### src/design/rmsn_pkg.sv
`timescale 1ns / 1ps
// ----------------------------------------------------------------------------
// rmsn_pkg
// Types and fixed constants shared by the RMS normalizer modules.
// ----------------------------------------------------------------------------
package rmsn_pkg;

    localparam int SAMPLE_BITS = 16;
    localparam int MAX_LEN     = 4096;
    localparam int LEN_W       = 13;
    localparam int EPS_W       = 24;
    localparam int SUM_W       = 43;
    localparam int MEAN_W      = 44;
    localparam int ROOT_W      = 22;
    localparam int INV_W       = 29;
    localparam int PROD1_W     = 31;
    localparam int PROD2_W     = 60;
    localparam int FRAC_BITS   = 28;
    localparam int CFG_IDX_W   = 2;

    localparam logic [LEN_W-1:0] LEN_RESET = LEN_W'(MAX_LEN);
    localparam logic [EPS_W-1:0] EPS_RESET = EPS_W'(168);
    localparam logic [INV_W-1:0] UNIT_INV  = INV_W'(1) << FRAC_BITS;

    localparam logic signed [SAMPLE_BITS-1:0] SAT_POS = {1'b0, {(SAMPLE_BITS-1){1'b1}}};
    localparam logic signed [SAMPLE_BITS-1:0] SAT_NEG = {1'b1, {(SAMPLE_BITS-1){1'b0}}};

    // configuration register indexes
    localparam logic [CFG_IDX_W-1:0] CFG_VECTOR_LENGTH = 2'd0;
    localparam logic [CFG_IDX_W-1:0] CFG_EPSILON       = 2'd1;

    // input actions
    localparam logic ACT_ACCUMULATE = 1'b0;
    localparam logic ACT_NORMALIZE  = 1'b1;

    typedef struct packed {
        logic                          action;
        logic signed [SAMPLE_BITS-1:0] x_value;
        logic signed [SAMPLE_BITS-1:0] weight_value;
    } rmsn_in_t;

    typedef struct packed {
        logic signed [SAMPLE_BITS-1:0] out_value;
        logic                          saturated;
        logic                          last;
    } rmsn_out_t;

    typedef struct packed {
        logic load_in;
        logic mul1;
        logic acc;
        logic div_sum;
        logic ld_mean;
        logic sqrt_start;
        logic inv_unit;
        logic div_inv;
        logic ld_inv;
        logic mul2;
        logic emit;
    } rmsn_cmd_t;

    typedef struct packed {
        logic action;
        logic close;
        logic div_done;
        logic sqrt_done;
        logic root_zero;
        logic out_free;
    } rmsn_status_t;

endpackage

### src/design/rmsn_div.sv
`timescale 1ns / 1ps
// ----------------------------------------------------------------------------
// rmsn_div
// Restoring divider, one quotient bit per cycle, shared by the mean and the
// reciprocal of the root.
// ----------------------------------------------------------------------------
module rmsn_div (
    input  logic                          clk,
    input  logic                          rst_n,
    input  logic                          start,
    input  logic [rmsn_pkg::SUM_W-1:0]    dividend,
    input  logic [rmsn_pkg::ROOT_W-1:0]   divisor,
    output logic                          done,
    output logic [rmsn_pkg::SUM_W-1:0]    quotient
);
    import rmsn_pkg::*;

    localparam int CNT_W = $clog2(SUM_W);

    logic                busy_reg;
    logic                done_reg;
    logic [CNT_W-1:0]    cnt_reg;
    logic [ROOT_W-1:0]   rem_reg;
    logic [ROOT_W-1:0]   rem_next;
    logic [ROOT_W-1:0]   den_reg;
    logic [SUM_W-1:0]    quo_reg;
    logic [ROOT_W:0]     rem_shift;
    logic [ROOT_W:0]     diff;
    logic                qbit;

    assign rem_shift = {rem_reg, quo_reg[SUM_W-1]};
    assign diff      = rem_shift - {1'b0, den_reg};
    assign qbit      = (rem_shift >= {1'b0, den_reg});
    assign rem_next  = qbit ? diff[ROOT_W-1:0] : rem_shift[ROOT_W-1:0];

    always_ff @(posedge clk or negedge rst_n)
    begin
        if (!rst_n)
        begin
            busy_reg <= 1'b0;
            done_reg <= 1'b0;
            cnt_reg  <= '0;
        end
        else
        begin
            done_reg <= busy_reg && (cnt_reg == CNT_W'(SUM_W - 1));
            if (start)
            begin
                busy_reg <= 1'b1;
                cnt_reg  <= '0;
            end
            else if (busy_reg)
            begin
                cnt_reg <= cnt_reg + 1'b1;
                if (cnt_reg == CNT_W'(SUM_W - 1))
                begin
                    busy_reg <= 1'b0;
                end
            end
        end
    end

    always_ff @(posedge clk)
    begin
        if (start)
        begin
            rem_reg <= '0;
            quo_reg <= dividend;
            den_reg <= divisor;
        end
        else if (busy_reg)
        begin
            rem_reg <= rem_next;
            quo_reg <= {quo_reg[SUM_W-2:0], qbit};
        end
    end

    assign done     = done_reg;
    assign quotient = quo_reg;

endmodule

### src/design/rmsn_sqrt.sv
`timescale 1ns / 1ps
// ----------------------------------------------------------------------------
// rmsn_sqrt
// Digit-by-digit integer square root, one root bit per cycle (floor).
// ----------------------------------------------------------------------------
module rmsn_sqrt (
    input  logic                          clk,
    input  logic                          rst_n,
    input  logic                          start,
    input  logic [rmsn_pkg::MEAN_W-1:0]   radicand,
    output logic                          done,
    output logic [rmsn_pkg::ROOT_W-1:0]   root
);
    import rmsn_pkg::*;

    localparam int CNT_W = $clog2(ROOT_W);
    localparam int REM_W = ROOT_W + 2;

    logic                busy_reg;
    logic                done_reg;
    logic [CNT_W-1:0]    cnt_reg;
    logic [MEAN_W-1:0]   val_reg;
    logic [REM_W-1:0]    rem_reg;
    logic [ROOT_W-1:0]   root_reg;
    logic [REM_W+1:0]    rem_shift;
    logic [REM_W+1:0]    trial;
    logic [REM_W+1:0]    diff;
    logic                rbit;

    assign rem_shift = {rem_reg, val_reg[MEAN_W-1 -: 2]};
    assign trial     = {2'b00, root_reg, 2'b01};
    assign diff      = rem_shift - trial;
    assign rbit      = (rem_shift >= trial);

    always_ff @(posedge clk or negedge rst_n)
    begin
        if (!rst_n)
        begin
            busy_reg <= 1'b0;
            done_reg <= 1'b0;
            cnt_reg  <= '0;
        end
        else
        begin
            done_reg <= busy_reg && (cnt_reg == CNT_W'(ROOT_W - 1));
            if (start)
            begin
                busy_reg <= 1'b1;
                cnt_reg  <= '0;
            end
            else if (busy_reg)
            begin
                cnt_reg <= cnt_reg + 1'b1;
                if (cnt_reg == CNT_W'(ROOT_W - 1))
                begin
                    busy_reg <= 1'b0;
                end
            end
        end
    end

    always_ff @(posedge clk)
    begin
        if (start)
        begin
            val_reg  <= radicand;
            rem_reg  <= '0;
            root_reg <= '0;
        end
        else if (busy_reg)
        begin
            val_reg  <= {val_reg[MEAN_W-3:0], 2'b00};
            rem_reg  <= rbit ? diff[REM_W-1:0] : rem_shift[REM_W-1:0];
            root_reg <= {root_reg[ROOT_W-2:0], rbit};
        end
    end

    assign done = done_reg;
    assign root = root_reg;

endmodule

### src/design/rmsn_dpath.sv
`timescale 1ns / 1ps
// ----------------------------------------------------------------------------
// rmsn_dpath
// Datapath: configuration registers, square accumulation, mean / root /
// reciprocal units, two-stage multiply, saturation and the output register.
// ----------------------------------------------------------------------------
module rmsn_dpath (
    input  logic                               clk,
    input  logic                               rst_n,
    input  rmsn_pkg::rmsn_cmd_t                cmd,
    output rmsn_pkg::rmsn_status_t             status,
    input  rmsn_pkg::rmsn_in_t                 in_data,
    input  logic                               cfg_we,
    input  logic [rmsn_pkg::CFG_IDX_W-1:0]     cfg_index,
    input  logic [rmsn_pkg::EPS_W-1:0]         cfg_data,
    output logic                               out_valid,
    input  logic                               out_stall,
    output rmsn_pkg::rmsn_out_t                out_data
);
    import rmsn_pkg::*;

    logic [LEN_W-1:0]             vector_length_reg;
    logic [EPS_W-1:0]             epsilon_reg;
    logic [SUM_W-1:0]             sum_reg;
    logic [LEN_W-1:0]             acc_cnt_reg;
    logic [LEN_W-1:0]             out_cnt_reg;
    logic [INV_W-1:0]             inv_reg;
    logic [MEAN_W-1:0]            mean_reg;
    logic                         action_reg;
    logic signed [SAMPLE_BITS-1:0] x_reg;
    logic signed [SAMPLE_BITS-1:0] w_reg;
    logic [PROD1_W-1:0]           p1_reg;
    logic [PROD2_W-1:0]           p2_reg;
    logic                         out_valid_reg;
    rmsn_out_t                    out_reg;
    rmsn_out_t                    out_next;

    logic [LEN_W-1:0]             eff_len;
    logic [SAMPLE_BITS-1:0]       xmag;
    logic [SAMPLE_BITS-1:0]       wmag;
    logic [SAMPLE_BITS-1:0]       op_b;
    logic [SUM_W-1:0]             sum_add;
    logic                         acc_close;
    logic                         out_close;
    logic                         neg;
    logic [PROD2_W-FRAC_BITS-1:0] q_hi;
    logic                         frac_nz;
    logic [PROD2_W-FRAC_BITS:0]   q_neg;
    logic [SAMPLE_BITS-1:0]       q_neg_lo;

    logic                         div_start;
    logic [SUM_W-1:0]             div_dividend;
    logic [ROOT_W-1:0]            div_divisor;
    logic                         div_done;
    logic [SUM_W-1:0]             div_quotient;
    logic                         sqrt_done;
    logic [ROOT_W-1:0]            sqrt_root;

    assign eff_len   = (vector_length_reg == '0) ? LEN_W'(1) : vector_length_reg;
    assign xmag      = x_reg[SAMPLE_BITS-1] ? (~x_reg + 1'b1) : x_reg;
    assign wmag      = w_reg[SAMPLE_BITS-1] ? (~w_reg + 1'b1) : w_reg;
    assign op_b      = (action_reg == ACT_NORMALIZE) ? wmag : xmag;
    assign sum_add   = sum_reg + SUM_W'(p1_reg);
    assign acc_close = ({1'b0, acc_cnt_reg} + 1'b1) >= {1'b0, eff_len};
    assign out_close = ({1'b0, out_cnt_reg} + 1'b1) >= {1'b0, eff_len};

    // config writes must arrive only while idle; the block itself does not enforce this
    always_ff @(posedge clk or negedge rst_n)
    begin
        if (!rst_n)
        begin
            vector_length_reg <= LEN_RESET;
            epsilon_reg       <= EPS_RESET;
        end
        else if (cfg_we)
        begin
            case (cfg_index)
                CFG_VECTOR_LENGTH: vector_length_reg <= cfg_data[LEN_W-1:0];
                CFG_EPSILON:       epsilon_reg       <= cfg_data;
                default:           ;
            endcase
        end
    end

    // ---------------- mean, root and reciprocal units ----------------
    assign div_start    = cmd.div_sum | cmd.div_inv;
    assign div_dividend = cmd.div_sum ? sum_add : SUM_W'(UNIT_INV);
    assign div_divisor  = cmd.div_sum ? ROOT_W'(eff_len) : sqrt_root;

    rmsn_div u_div (
        .clk      (clk),
        .rst_n    (rst_n),
        .start    (div_start),
        .dividend (div_dividend),
        .divisor  (div_divisor),
        .done     (div_done),
        .quotient (div_quotient)
    );

    rmsn_sqrt u_sqrt (
        .clk      (clk),
        .rst_n    (rst_n),
        .start    (cmd.sqrt_start),
        .radicand (mean_reg),
        .done     (sqrt_done),
        .root     (sqrt_root)
    );

    // ---------------- state kept across items ----------------
    always_ff @(posedge clk or negedge rst_n)
    begin
        if (!rst_n)
        begin
            sum_reg     <= '0;
            acc_cnt_reg <= '0;
            out_cnt_reg <= '0;
            inv_reg     <= UNIT_INV;
        end
        else
        begin
            if (cmd.acc)
            begin
                if (acc_close)
                begin
                    sum_reg     <= '0;
                    acc_cnt_reg <= '0;
                end
                else
                begin
                    sum_reg     <= sum_add;
                    acc_cnt_reg <= acc_cnt_reg + 1'b1;
                end
            end
            if (cmd.emit)
            begin
                out_cnt_reg <= out_close ? '0 : out_cnt_reg + 1'b1;
            end
            if (cmd.inv_unit)
            begin
                inv_reg <= UNIT_INV;
            end
            else if (cmd.ld_inv)
            begin
                inv_reg <= div_quotient[INV_W-1:0];
            end
        end
    end

    // ---------------- item payload pipeline ----------------
    always_ff @(posedge clk)
    begin
        if (cmd.load_in)
        begin
            action_reg <= in_data.action;
            x_reg      <= in_data.x_value;
            w_reg      <= in_data.weight_value;
        end
        if (cmd.mul1)
        begin
            p1_reg <= PROD1_W'(xmag) * PROD1_W'(op_b);
        end
        if (cmd.mul2)
        begin
            p2_reg <= PROD2_W'(p1_reg) * PROD2_W'(inv_reg);
        end
        if (cmd.ld_mean)
        begin
            mean_reg <= {1'b0, div_quotient} + MEAN_W'(epsilon_reg);
        end
    end

    // ---------------- rounding and saturation ----------------
    assign neg      = x_reg[SAMPLE_BITS-1] ^ w_reg[SAMPLE_BITS-1];
    assign q_hi     = p2_reg[PROD2_W-1:FRAC_BITS];
    assign frac_nz  = |p2_reg[FRAC_BITS-1:0];
    assign q_neg    = {1'b0, q_hi} + (PROD2_W-FRAC_BITS+1)'(frac_nz);
    assign q_neg_lo = q_neg[SAMPLE_BITS-1:0];

    always_comb
    begin
        out_next.last = out_close;
        if (neg)
        begin
            // floor of a negative quotient: round the magnitude up
            if (q_neg > (PROD2_W-FRAC_BITS+1)'($unsigned(SAT_NEG)))
            begin
                out_next.out_value = SAT_NEG;
                out_next.saturated = 1'b1;
            end
            else
            begin
                out_next.out_value = ~q_neg_lo + 1'b1;
                out_next.saturated = 1'b0;
            end
        end
        else
        begin
            if (q_hi > (PROD2_W-FRAC_BITS)'(SAT_POS))
            begin
                out_next.out_value = SAT_POS;
                out_next.saturated = 1'b1;
            end
            else
            begin
                out_next.out_value = q_hi[SAMPLE_BITS-1:0];
                out_next.saturated = 1'b0;
            end
        end
    end

    // ---------------- output register ----------------
    always_ff @(posedge clk or negedge rst_n)
    begin
        if (!rst_n)
        begin
            out_valid_reg <= 1'b0;
        end
        else if (cmd.emit)
        begin
            out_valid_reg <= 1'b1;
        end
        else if (!out_stall)
        begin
            out_valid_reg <= 1'b0;
        end
    end

    always_ff @(posedge clk)
    begin
        if (cmd.emit)
        begin
            out_reg <= out_next;
        end
    end

    assign out_valid = out_valid_reg;
    assign out_data  = out_reg;

    assign status.action    = action_reg;
    assign status.close     = acc_close;
    assign status.div_done  = div_done;
    assign status.sqrt_done = sqrt_done;
    assign status.root_zero = (sqrt_root == '0);
    assign status.out_free  = !out_valid_reg || !out_stall;

endmodule

### src/design/rmsn_ctrl.sv
`timescale 1ns / 1ps
// ----------------------------------------------------------------------------
// rmsn_ctrl
// Sequencer: steps each request through multiply, accumulate or emit, and
// runs the mean / root / reciprocal sequence at the end of a vector.
// ----------------------------------------------------------------------------
module rmsn_ctrl (
    input  logic                    clk,
    input  logic                    rst_n,
    input  logic                    in_valid,
    output logic                    in_stall,
    input  rmsn_pkg::rmsn_status_t  status,
    output rmsn_pkg::rmsn_cmd_t     cmd
);
    import rmsn_pkg::*;

    localparam logic [3:0] ST_IDLE = 4'd0;
    localparam logic [3:0] ST_MUL1 = 4'd1;
    localparam logic [3:0] ST_ACC  = 4'd2;
    localparam logic [3:0] ST_MUL2 = 4'd3;
    localparam logic [3:0] ST_EMIT = 4'd4;
    localparam logic [3:0] ST_DIVW = 4'd5;
    localparam logic [3:0] ST_SQS  = 4'd6;
    localparam logic [3:0] ST_SQW  = 4'd7;
    localparam logic [3:0] ST_INVW = 4'd8;

    logic [3:0] state_reg;
    logic [3:0] state_next;

    always_ff @(posedge clk or negedge rst_n)
    begin
        if (!rst_n)
        begin
            state_reg <= ST_IDLE;
        end
        else
        begin
            state_reg <= state_next;
        end
    end

    always_comb
    begin
        state_next = state_reg;
        cmd        = '0;
        case (state_reg)
            ST_IDLE:
            begin
                if (in_valid)
                begin
                    cmd.load_in = 1'b1;
                    state_next  = ST_MUL1;
                end
            end
            ST_MUL1:
            begin
                cmd.mul1   = 1'b1;
                state_next = (status.action == ACT_NORMALIZE) ? ST_MUL2 : ST_ACC;
            end
            ST_ACC:
            begin
                cmd.acc = 1'b1;
                if (status.close)
                begin
                    cmd.div_sum = 1'b1;
                    state_next  = ST_DIVW;
                end
                else
                begin
                    state_next = ST_IDLE;
                end
            end
            ST_DIVW:
            begin
                if (status.div_done)
                begin
                    cmd.ld_mean = 1'b1;
                    state_next  = ST_SQS;
                end
            end
            ST_SQS:
            begin
                cmd.sqrt_start = 1'b1;
                state_next     = ST_SQW;
            end
            ST_SQW:
            begin
                if (status.sqrt_done)
                begin
                    if (status.root_zero)
                    begin
                        cmd.inv_unit = 1'b1;
                        state_next   = ST_IDLE;
                    end
                    else
                    begin
                        cmd.div_inv = 1'b1;
                        state_next  = ST_INVW;
                    end
                end
            end
            ST_INVW:
            begin
                if (status.div_done)
                begin
                    cmd.ld_inv = 1'b1;
                    state_next = ST_IDLE;
                end
            end
            ST_MUL2:
            begin
                cmd.mul2   = 1'b1;
                state_next = ST_EMIT;
            end
            ST_EMIT:
            begin
                // hold until the output register can take the result
                if (status.out_free)
                begin
                    cmd.emit   = 1'b1;
                    state_next = ST_IDLE;
                end
            end
            default:
            begin
                state_next = ST_IDLE;
            end
        endcase
    end

    assign in_stall = (state_reg != ST_IDLE);

endmodule

### src/design/rms_normalizer_top.sv
`timescale 1ns / 1ps
// ----------------------------------------------------------------------------
// rms_normalizer_top
// Two-pass RMS normalizer for signed Q4.12 vectors.
// ----------------------------------------------------------------------------
// One request is in flight at a time. An accumulate request is loaded,
// multiplied and accumulated; a normalize request is loaded, multiplied
// twice and emitted, and waits to emit while the output register stays
// stalled. The request that closes a vector goes on: a bit-serial divider
// forms the mean, a bit-serial square root follows and the same divider
// forms 2^28 / root, a step skipped for unit gain when the root is zero.
// The result register sits between the core and the output, so a finished
// result waiting downstream does not stop the next request from being
// accepted. Configuration writes are always ready and must be issued only
// while no request is in flight.
// ----------------------------------------------------------------------------
module rms_normalizer_top (
    input  logic                               clk,
    input  logic                               rst_n,
    input  logic                               in_valid,
    output logic                               in_stall,
    input  rmsn_pkg::rmsn_in_t                 in_data,
    output logic                               out_valid,
    input  logic                               out_stall,
    output rmsn_pkg::rmsn_out_t                out_data,
    input  logic                               cfg_valid,
    output logic                               cfg_ready,
    input  logic [rmsn_pkg::CFG_IDX_W-1:0]     cfg_index,
    input  logic [rmsn_pkg::EPS_W-1:0]         cfg_data
);
    import rmsn_pkg::*;

    rmsn_cmd_t    cmd;
    rmsn_status_t status;

    assign cfg_ready = 1'b1;

    rmsn_ctrl u_ctrl (
        .clk      (clk),
        .rst_n    (rst_n),
        .in_valid (in_valid),
        .in_stall (in_stall),
        .status   (status),
        .cmd      (cmd)
    );

    rmsn_dpath u_dpath (
        .clk       (clk),
        .rst_n     (rst_n),
        .cmd       (cmd),
        .status    (status),
        .in_data   (in_data),
        .cfg_we    (cfg_valid & cfg_ready),
        .cfg_index (cfg_index),
        .cfg_data  (cfg_data),
        .out_valid (out_valid),
        .out_stall (out_stall),
        .out_data  (out_data)
    );

endmodule

### config.mk
export PLATFORM = sky130hd
export DESIGN_NAME = rms_normalizer_top
export DESIGN_NICKNAME = d
export VERILOG_FILES = /design/src/design/rmsn_pkg.sv /design/src/design/rmsn_div.sv /design/src/design/rmsn_sqrt.sv /design/src/design/rmsn_dpath.sv /design/src/design/rmsn_ctrl.sv /design/src/design/rms_normalizer_top.sv
export SDC_FILE = /design/constraint.sdc
export NUM_CORES = 2
export LEC_CHECK = 0
export BUFFER_PORTS_ARGS = -buffer_cell sky130_fd_sc_hd__clkbuf_2
export CAP_MARGIN = 20
export CELL_PAD_IN_SITES_DETAIL_PLACEMENT = 0
export CELL_PAD_IN_SITES_GLOBAL_PLACEMENT = 1
export CORE_MARGIN = 5
export CORE_UTILIZATION = 45
export CTS_CLUSTER_SIZE = 25
export DETAILED_ROUTE_END_ITERATION = 6
export GPL_TIMING_DRIVEN = 0
export PLACE_DENSITY = 0.77
export SETUP_SLACK_MARGIN = 0.15
export SLEW_MARGIN = 25
export SYNTH_ARGS = -nofsm -noshare
export SYNTH_HDL_FRONTEND = slang
export SYNTH_HIERARCHICAL = 1
export SYNTH_SLANG_ARGS = --single-unit
### constraint.sdc
create_clock -name clk -period 9.6 [get_ports clk]
set_input_delay 0.48 -clock clk [delete_from_list [all_inputs] [get_ports clk]]
set_output_delay 0.48 -clock clk [all_outputs]
set_load 0.02 [all_outputs]
**Word-level counts from Yosys, hierarchy flattened**

Index checks and enable logic that the tools add are counted.

- Register bits: 518
- Latch bits: 0
- RAM bits: 0
- Memory bits (read-only): 0
- Input bits: 64
- Output and inout port bits: 21
- Logic and storage cells: 148
- Memories: 0

- $add $sub $neg: 14
- Multipliers: 2
- Div/mod/pow operators: 0
- Magnitude comparators: 6
- Eq/ne operators: 17
- Shift operators: 0
- Multiplexer cells: 57
- Bitwise gates (word level): 5
- Reduce and logical (&&, ||, !) cells: 17

Operators by type and width:

| cell | count |
|---|---|
| $mux W43 | 4 |
| $mux W44 | 2 |
| $mul A31 B29 Y60 | 1 |
| $mux W29 | 2 |
| $mux W13 | 4 |
| $mux W17 | 3 |
| $add A16 B1 Y16 const B | 3 |
| $mux W16 | 3 |
| $not A16 Y16 | 3 |
| $add A43 B24 Y44 | 1 |
| $add A43 B31 Y43 | 1 |
| $pmux W4 S9 | 1 |
| $add A32 B1 Y33 | 1 |
| $gt A33 B16 Y1 const B | 1 |
| $gt A32 B15 Y1 const B | 1 |
| $mul A16 B16 Y31 | 1 |
| $add A13 B1 Y14 const B | 2 |
| $ge A14 B13 Y1 | 2 |
| $reduce_or A28 Y1 | 1 |
| $add A13 B1 Y13 const B | 2 |
| $ge A26 B24 Y1 | 1 |
| $mux W24 | 1 |
| $mux W4 | 6 |
| $sub A24 B24 Y24 | 1 |
| other kinds (32) | 70 |

**Logic depth before layout (Yosys ltp)**

- Depth in word-level cells: 7
- Gate-level depth with buffers: 32
- Mapped depth without buffers: 30

**By module**

Netlist, hierarchy kept.

Modules (own cells, without submodules):

| module | instances | cells an instance | area an instance (sq um) | sequential area each (sq um) |
|---|---|---|---|---|
| rmsn_dpath | 1 | 6029 | 55819.8 | 8994.9 |
| rmsn_sqrt | 1 | 496 | 5250.0 | 2417.3 |
| rmsn_div | 1 | 459 | 5181.2 | 2592.5 |
| rmsn_ctrl | 1 | 57 | 434.2 | 100.1 |
| rms_normalizer_top | 1 | 2 | 11.3 | 0.0 |

**Least setup slack after synthesis**

OpenSTA, ideal clock, no wires.

- Kind: flip-flop to flip-flop
- Start: register u_dpath.x_reg[0]
- End: register u_dpath.p1_reg[30] (data pin)
- Setup time: 0.259 ns
- Arrival: 8.056 ns
- Setup slack: 1.284 ns
- Cell stages (with the launch flop): 32
- Path buffers: 2
- Clock period less this slack: 8.316 ns
- Cell sequence: edfxtp_1 -> inv_1 -> clkbuf_1 -> ha_1 -> nand2b_1 -> or4_1 -> o31ai_1 -> xnor2_1 -> o21a_1 -> clkbuf_1 -> nand2_1 -> fa_1 -> inv_1 -> fa_1 -> inv_1 -> fa_1 -> inv_1 -> fa_1 -> fa_1 -> inv_1 -> fa_1 -> inv_1 -> ha_1 -> a21o_1 -> a21oi_1 -> o211a_1 -> a21oi_1 -> o221a_2 -> o41ai_1 -> o21ai_0 -> a21oi_1 -> xnor2_1

- Longest elaborated chain between the ends: 5

Ends and longest elaborated chain:

| item | RTL line | source |
|---|---|---|
| start, declared | rmsn_dpath.sv:30 | `logic signed [SAMPLE_BITS-1:0] x_reg;` |
| start signal, assigned | rmsn_dpath.sv:155 | `x_reg <= in_data.x_value;` |
| $not A16 Y16 | rmsn_dpath.sv:60 | `assign xmag = x_reg[SAMPLE_BITS-1] ? (~x_reg + 1'b1) : x_reg;` |
| $add A16 B1 Y16 | rmsn_dpath.sv:60 |  |
| $mux W16 * | rmsn_dpath.sv:60 |  |
| $mux W16 | rmsn_dpath.sv:62 | `assign op_b = (action_reg == ACT_NORMALIZE) ? wmag : xmag;` |
| $mul A16 B16 Y31 * | rmsn_dpath.sv:160 | `p1_reg <= PROD1_W'(xmag) * PROD1_W'(op_b);` |
| end signal, assigned | rmsn_dpath.sv:160 |  |
| end, declared | rmsn_dpath.sv:32 | `logic [PROD1_W-1:0] p1_reg;` |

Mark *: on every way between the ends. The rest lies on a longest branch, timed or not.
A chain may end at the register's enable or synchronous reset.

**Worst setup path after layout**

- Start: register u_dpath.p1_reg[25]
- End: register u_dpath.p2_reg[59] (data pin)

- Longest elaborated chain between the ends: 1

Ends and longest elaborated chain:

| item | RTL line | source |
|---|---|---|
| $mul A31 B29 Y60 | rmsn_dpath.sv:164 | `p2_reg <= PROD2_W'(p1_reg) * PROD2_W'(inv_reg);` |
| end signal, assigned | rmsn_dpath.sv:164 |  |
| end, declared | rmsn_dpath.sv:33 | `logic [PROD2_W-1:0] p2_reg;` |

No other way between the ends.

==> metrics.md <==
| Metric | Value |
|---|---|
| Synth top area cells | fa_1 (29%), edfxtp_1 (13%), ha_1 (9.1%), inv_1 (6.7%), dfrtp_1 (5.6%) |
| Synth async-reset ratio | between 20% and 30% |
| Tmin final | a little over 9 ns |
| Area leader, netlist | fa_1 |
| Final Net Count | slightly below 9000 |
| Die ar. | roughly 160000 sq um |
| DR vias | slightly above 50000 |
| Grt total ovfl | 0 |
| Core area | between 100000 and 150000 sq um |
| Final setup fails | 0 |
| CP max stage delay | about 0.69 ns |
| Total CTS buffers | 60 |
| GRT Resource Usage Total | approximately a quarter |
| Hpwl dp | approximately 160 mm |
| Root Driver | clkbuf_16 |
| Required @ worst endpoint | 10.07 ns |
| Yosys warnings | 6 |
| Worst Hold Slack | ~0.049 ns |
| RSZ-0062 raised after global routing | yes |
| TNS Setup | 0 ns |
| Pin count of the biggest net entering global routing | between 50 and 60 |
| Depth of the most critical reg-to-reg path | 24 |
| Main synth FF type | edfxtp_1 |
| DRT Wirelength | just over 200 mm |
| H-tree levels | 2 |
| Fin area | a little over 70000 sq um |
| Die Y-Extent | about 400 microns |
| Clock slew at reported path FFs | 0.06 ns |
| Hold Path Class | in2reg |
| Max FFs per register | 60 |
| Worst-skew pair later-pin latency | about 0.71 ns |
| Commonest non-fill, non-tap cells in the layout | inv_1 (1197), fa_1 (974), nand2_1 (810), and2_1 (545), ha_1 (486) |
| First-pass GRT wire length | ~310 mm |
| Slew margin rel. | between 15 and 20% |
| DR WL/cell | between 20 and 25 microns |
| Initial antenna violation count | 13 |
| CP startpoint | u_dpath/p1_reg[25]$_DFFE_PP_ |
| Vias per cell | roughly 5.5 |
| FILL cells | approximately 14000 |
| Sequential element share of the synthesized area | 21.1% |
| Top cell type's share of synthesized area | approximately 30% |
| Cell Area, Synth | between 60000 and 70000 sq um |
| CTS max path bufs | 3 |
| Crit path DAT | 9.65 ns |
| Port buffer count | 83 |
| Worst setup SP type | flip-flop |
| Area Growth Syn to Fin | 8.83% |
| Post-DP Area | 69800 sq um |
| Util after Layout | just under 50% |
| Crit end category | flip-flop |
| Reg2Reg Setup Slack | around 0.43 ns |
| RR Endpoint | u_dpath/p2_reg[59]$_DFFE_PP_ |
| Die Wd | ~400 microns |
| GP Congestion | between 0.9 and 1 |
| CTS tree | yes |
| Number of synthesized flops with an enable pin | 295 |
| Slowest cell on crit path | clkbuf_1 |
| Vias in the first global route | ~52000 |
| Core Rows | about 140 |
| DR pass1 iterations | 6 |
| Max Freq | approximately 0.11 GHz |
| Slew @ Worst Pin | roughly 1.2 ns |
| Post-synthesis cell type count | around 100 |
| Clock skew | between 0.05 and 0.06 ns |
| Post-Syn Nets | 8567 |
| Clk sinks | 518 |
| CP cell instances | clkbuf_1 > clkbuf_1 > nand2_1 > fa_1 > inv_1 > fa_1 > inv_1 > fa_1 > fa_1 > inv_1 > fa_1 > fa_1 > fa_1 > ha_1 > ha_1 > clkbuf_1 > nand2_1 > nor3_1 > nand2_1 > a211oi_4 > o21ai_0 > a21oi_2 > a311oi_1 > a311oi_1 |
| Post-route ant nets | 0 |
| Yosys reg bits | 518 |
| Synth Area per Inst | about 9.5 sq um |
| R2r startpoint | u_dpath/p1_reg[25]$_DFFE_PP_ |
| Final Max Slew Viols | 0 |
| Ratio of cells with drive above 1 in the final layout | just under 7% |
| DR iter-0 viols | approximately 4200 |
| Crit Path Max Fanout | 10 |
| Worst Setup EP | u_dpath/p2_reg[59]$_DFFE_PP_ |
| Final hold vios | 0 |
| Initial core utilization | 45.2% |
| Most common cell after layout, fill and taps aside | inv_1 |
| IO Count | 85 |
| Run status | completed |
| Crit Path Class | reg2reg |
| Synth Instances | around 7000 |
| Drt drc | 0 |
| CP most frequent cell | fa_1 |
| Max Cap Viol | 0 |
| Final period util | a little over nine tenths |
==> logic make-up after synthesis <==
family / count (synthesis) / synth area share [%]
adder cells (fa/ha/maj): 1460 / 38.4
AND/OR/NAND/NOR: 2182 / 16.0
other: 1 / 0.00562
buffers and inverters: 1533 / 8.75
XOR/XNOR: 270 / 3.55
AO/OA/AOI/OAI: 877 / 8.90
flip-flops: 518 / 21.1
multiplexers: 202 / 3.27
==> critical path, delay by kind of cell, from the launching register on <==
kind	cells	cell delay, ns
adder cells (fa/ha/maj)	9	4.14
buffers and inverters	6	1.79
AO/OA/AOI/OAI	5	1.43
AND/OR/NAND/NOR	4	1.06
flip-flops	1	0.51
==> through the flow <==
step | std cells | setup slack [ns]
4_1_cts | 9220 | 0.136
5_1_grt | 9223 | 0.121
3_3_place_gp | 9056 | -0.616
2_1_floorplan | 7043 | 1.28
3_5_place_dp | 9065 | -0.683
6_report | 9231 | 0.426
==> cell usage after synthesis, drive strengths merged, types with 10 or more instances <==
library cell / n
a211o: 11
a211oi: 33
a21o: 73
a21oi: 228
a311oi: 19
a31oi: 29
and2: 548
and3: 49
and4: 10
buf: 33
clkbuf: 300
dfrtp: 150
dfxtp: 68
edfxtp: 295
fa: 974
ha: 486
inv: 1199
mux2: 128
mux2i: 74
nand2: 812
nand2b: 53
nand3: 115
nand4: 43
nor2: 355
nor2b: 42
nor3: 42
nor3b: 12
nor4: 38
o211ai: 19
o21a: 43
o21ai: 207
o21bai: 19
o221ai: 14
o2bb2ai: 31
o311ai: 11
o31ai: 24
or2: 10
or3: 19
or4: 14
xnor2: 169
xor2: 101
==> worst min-delay path by stage <==
stage / depth (start not counted) / slack, ns / end / startpoint
after floorplan: 0 / 0.18 / u_ctrl/state_reg[0]$_DFFE_PN0P_ / rst_n
final: 3 / 0.05 / u_dpath/vector_length_reg[1]$_DFFE_PN0P_ / cfg_data[1]
after global routing: 2 / 0.03 / u_dpath/epsilon_reg[18]$_DFFE_PN0P_ / cfg_data[18]
after CTS: 2 / 0.003 / u_dpath/epsilon_reg[18]$_DFFE_PN0P_ / cfg_data[18]
after global placement: 2 / 0.47 / u_dpath/u_sqrt/rem_reg[15]$_SDFFE_PP0P_ / u_dpath/u_sqrt/rem_reg[15]$_SDFFE_PP0P_
after detailed placement: 2 / 0.47 / u_dpath/u_sqrt/rem_reg[15]$_SDFFE_PP0P_ / u_dpath/u_sqrt/rem_reg[15]$_SDFFE_PP0P_
==> what timing repair did <==
item | CTS | global route
resized for setup | 35 | 86
buffers inserted | 0 | 3
hold endpoints to repair | 96 | 0
hold buffers | 44 | 0
endpoints found under the setup margin | 26 | 23
==> final cells by class <==
class / instances / area [sq um] / share of cell area, %
clock inverter: 34 / 408 / 0.562
multi-input combinational: 4992 / 46900 / 64.6
buffer: 330 / 1410 / 1.95
tap: 1930 / 2410 / 3.33
antenna: 8 / 20.0 / 0.0276
clock buffer: 80 / 1720 / 2.37
sequential: 518 / 14100 / 19.4
timing repair buffer: 139 / 1070 / 1.48
inverter: 1200 / 4500 / 6.21
==> layer usage <==
metal / up-vias / wire length, microns / GRT usage (%)
met5: - / 50 / 0
met1: 25700 / 85600 / 35.6
met4: 8 / 10200 / 10.4
met3: 445 / 16100 / 4.89
met2: 1890 / 91800 / 41.1
li1: 23000 / - / -
Power is not shown: default switching activity piles up to over one toggle a cycle in this logic, so the estimate is an artifact.
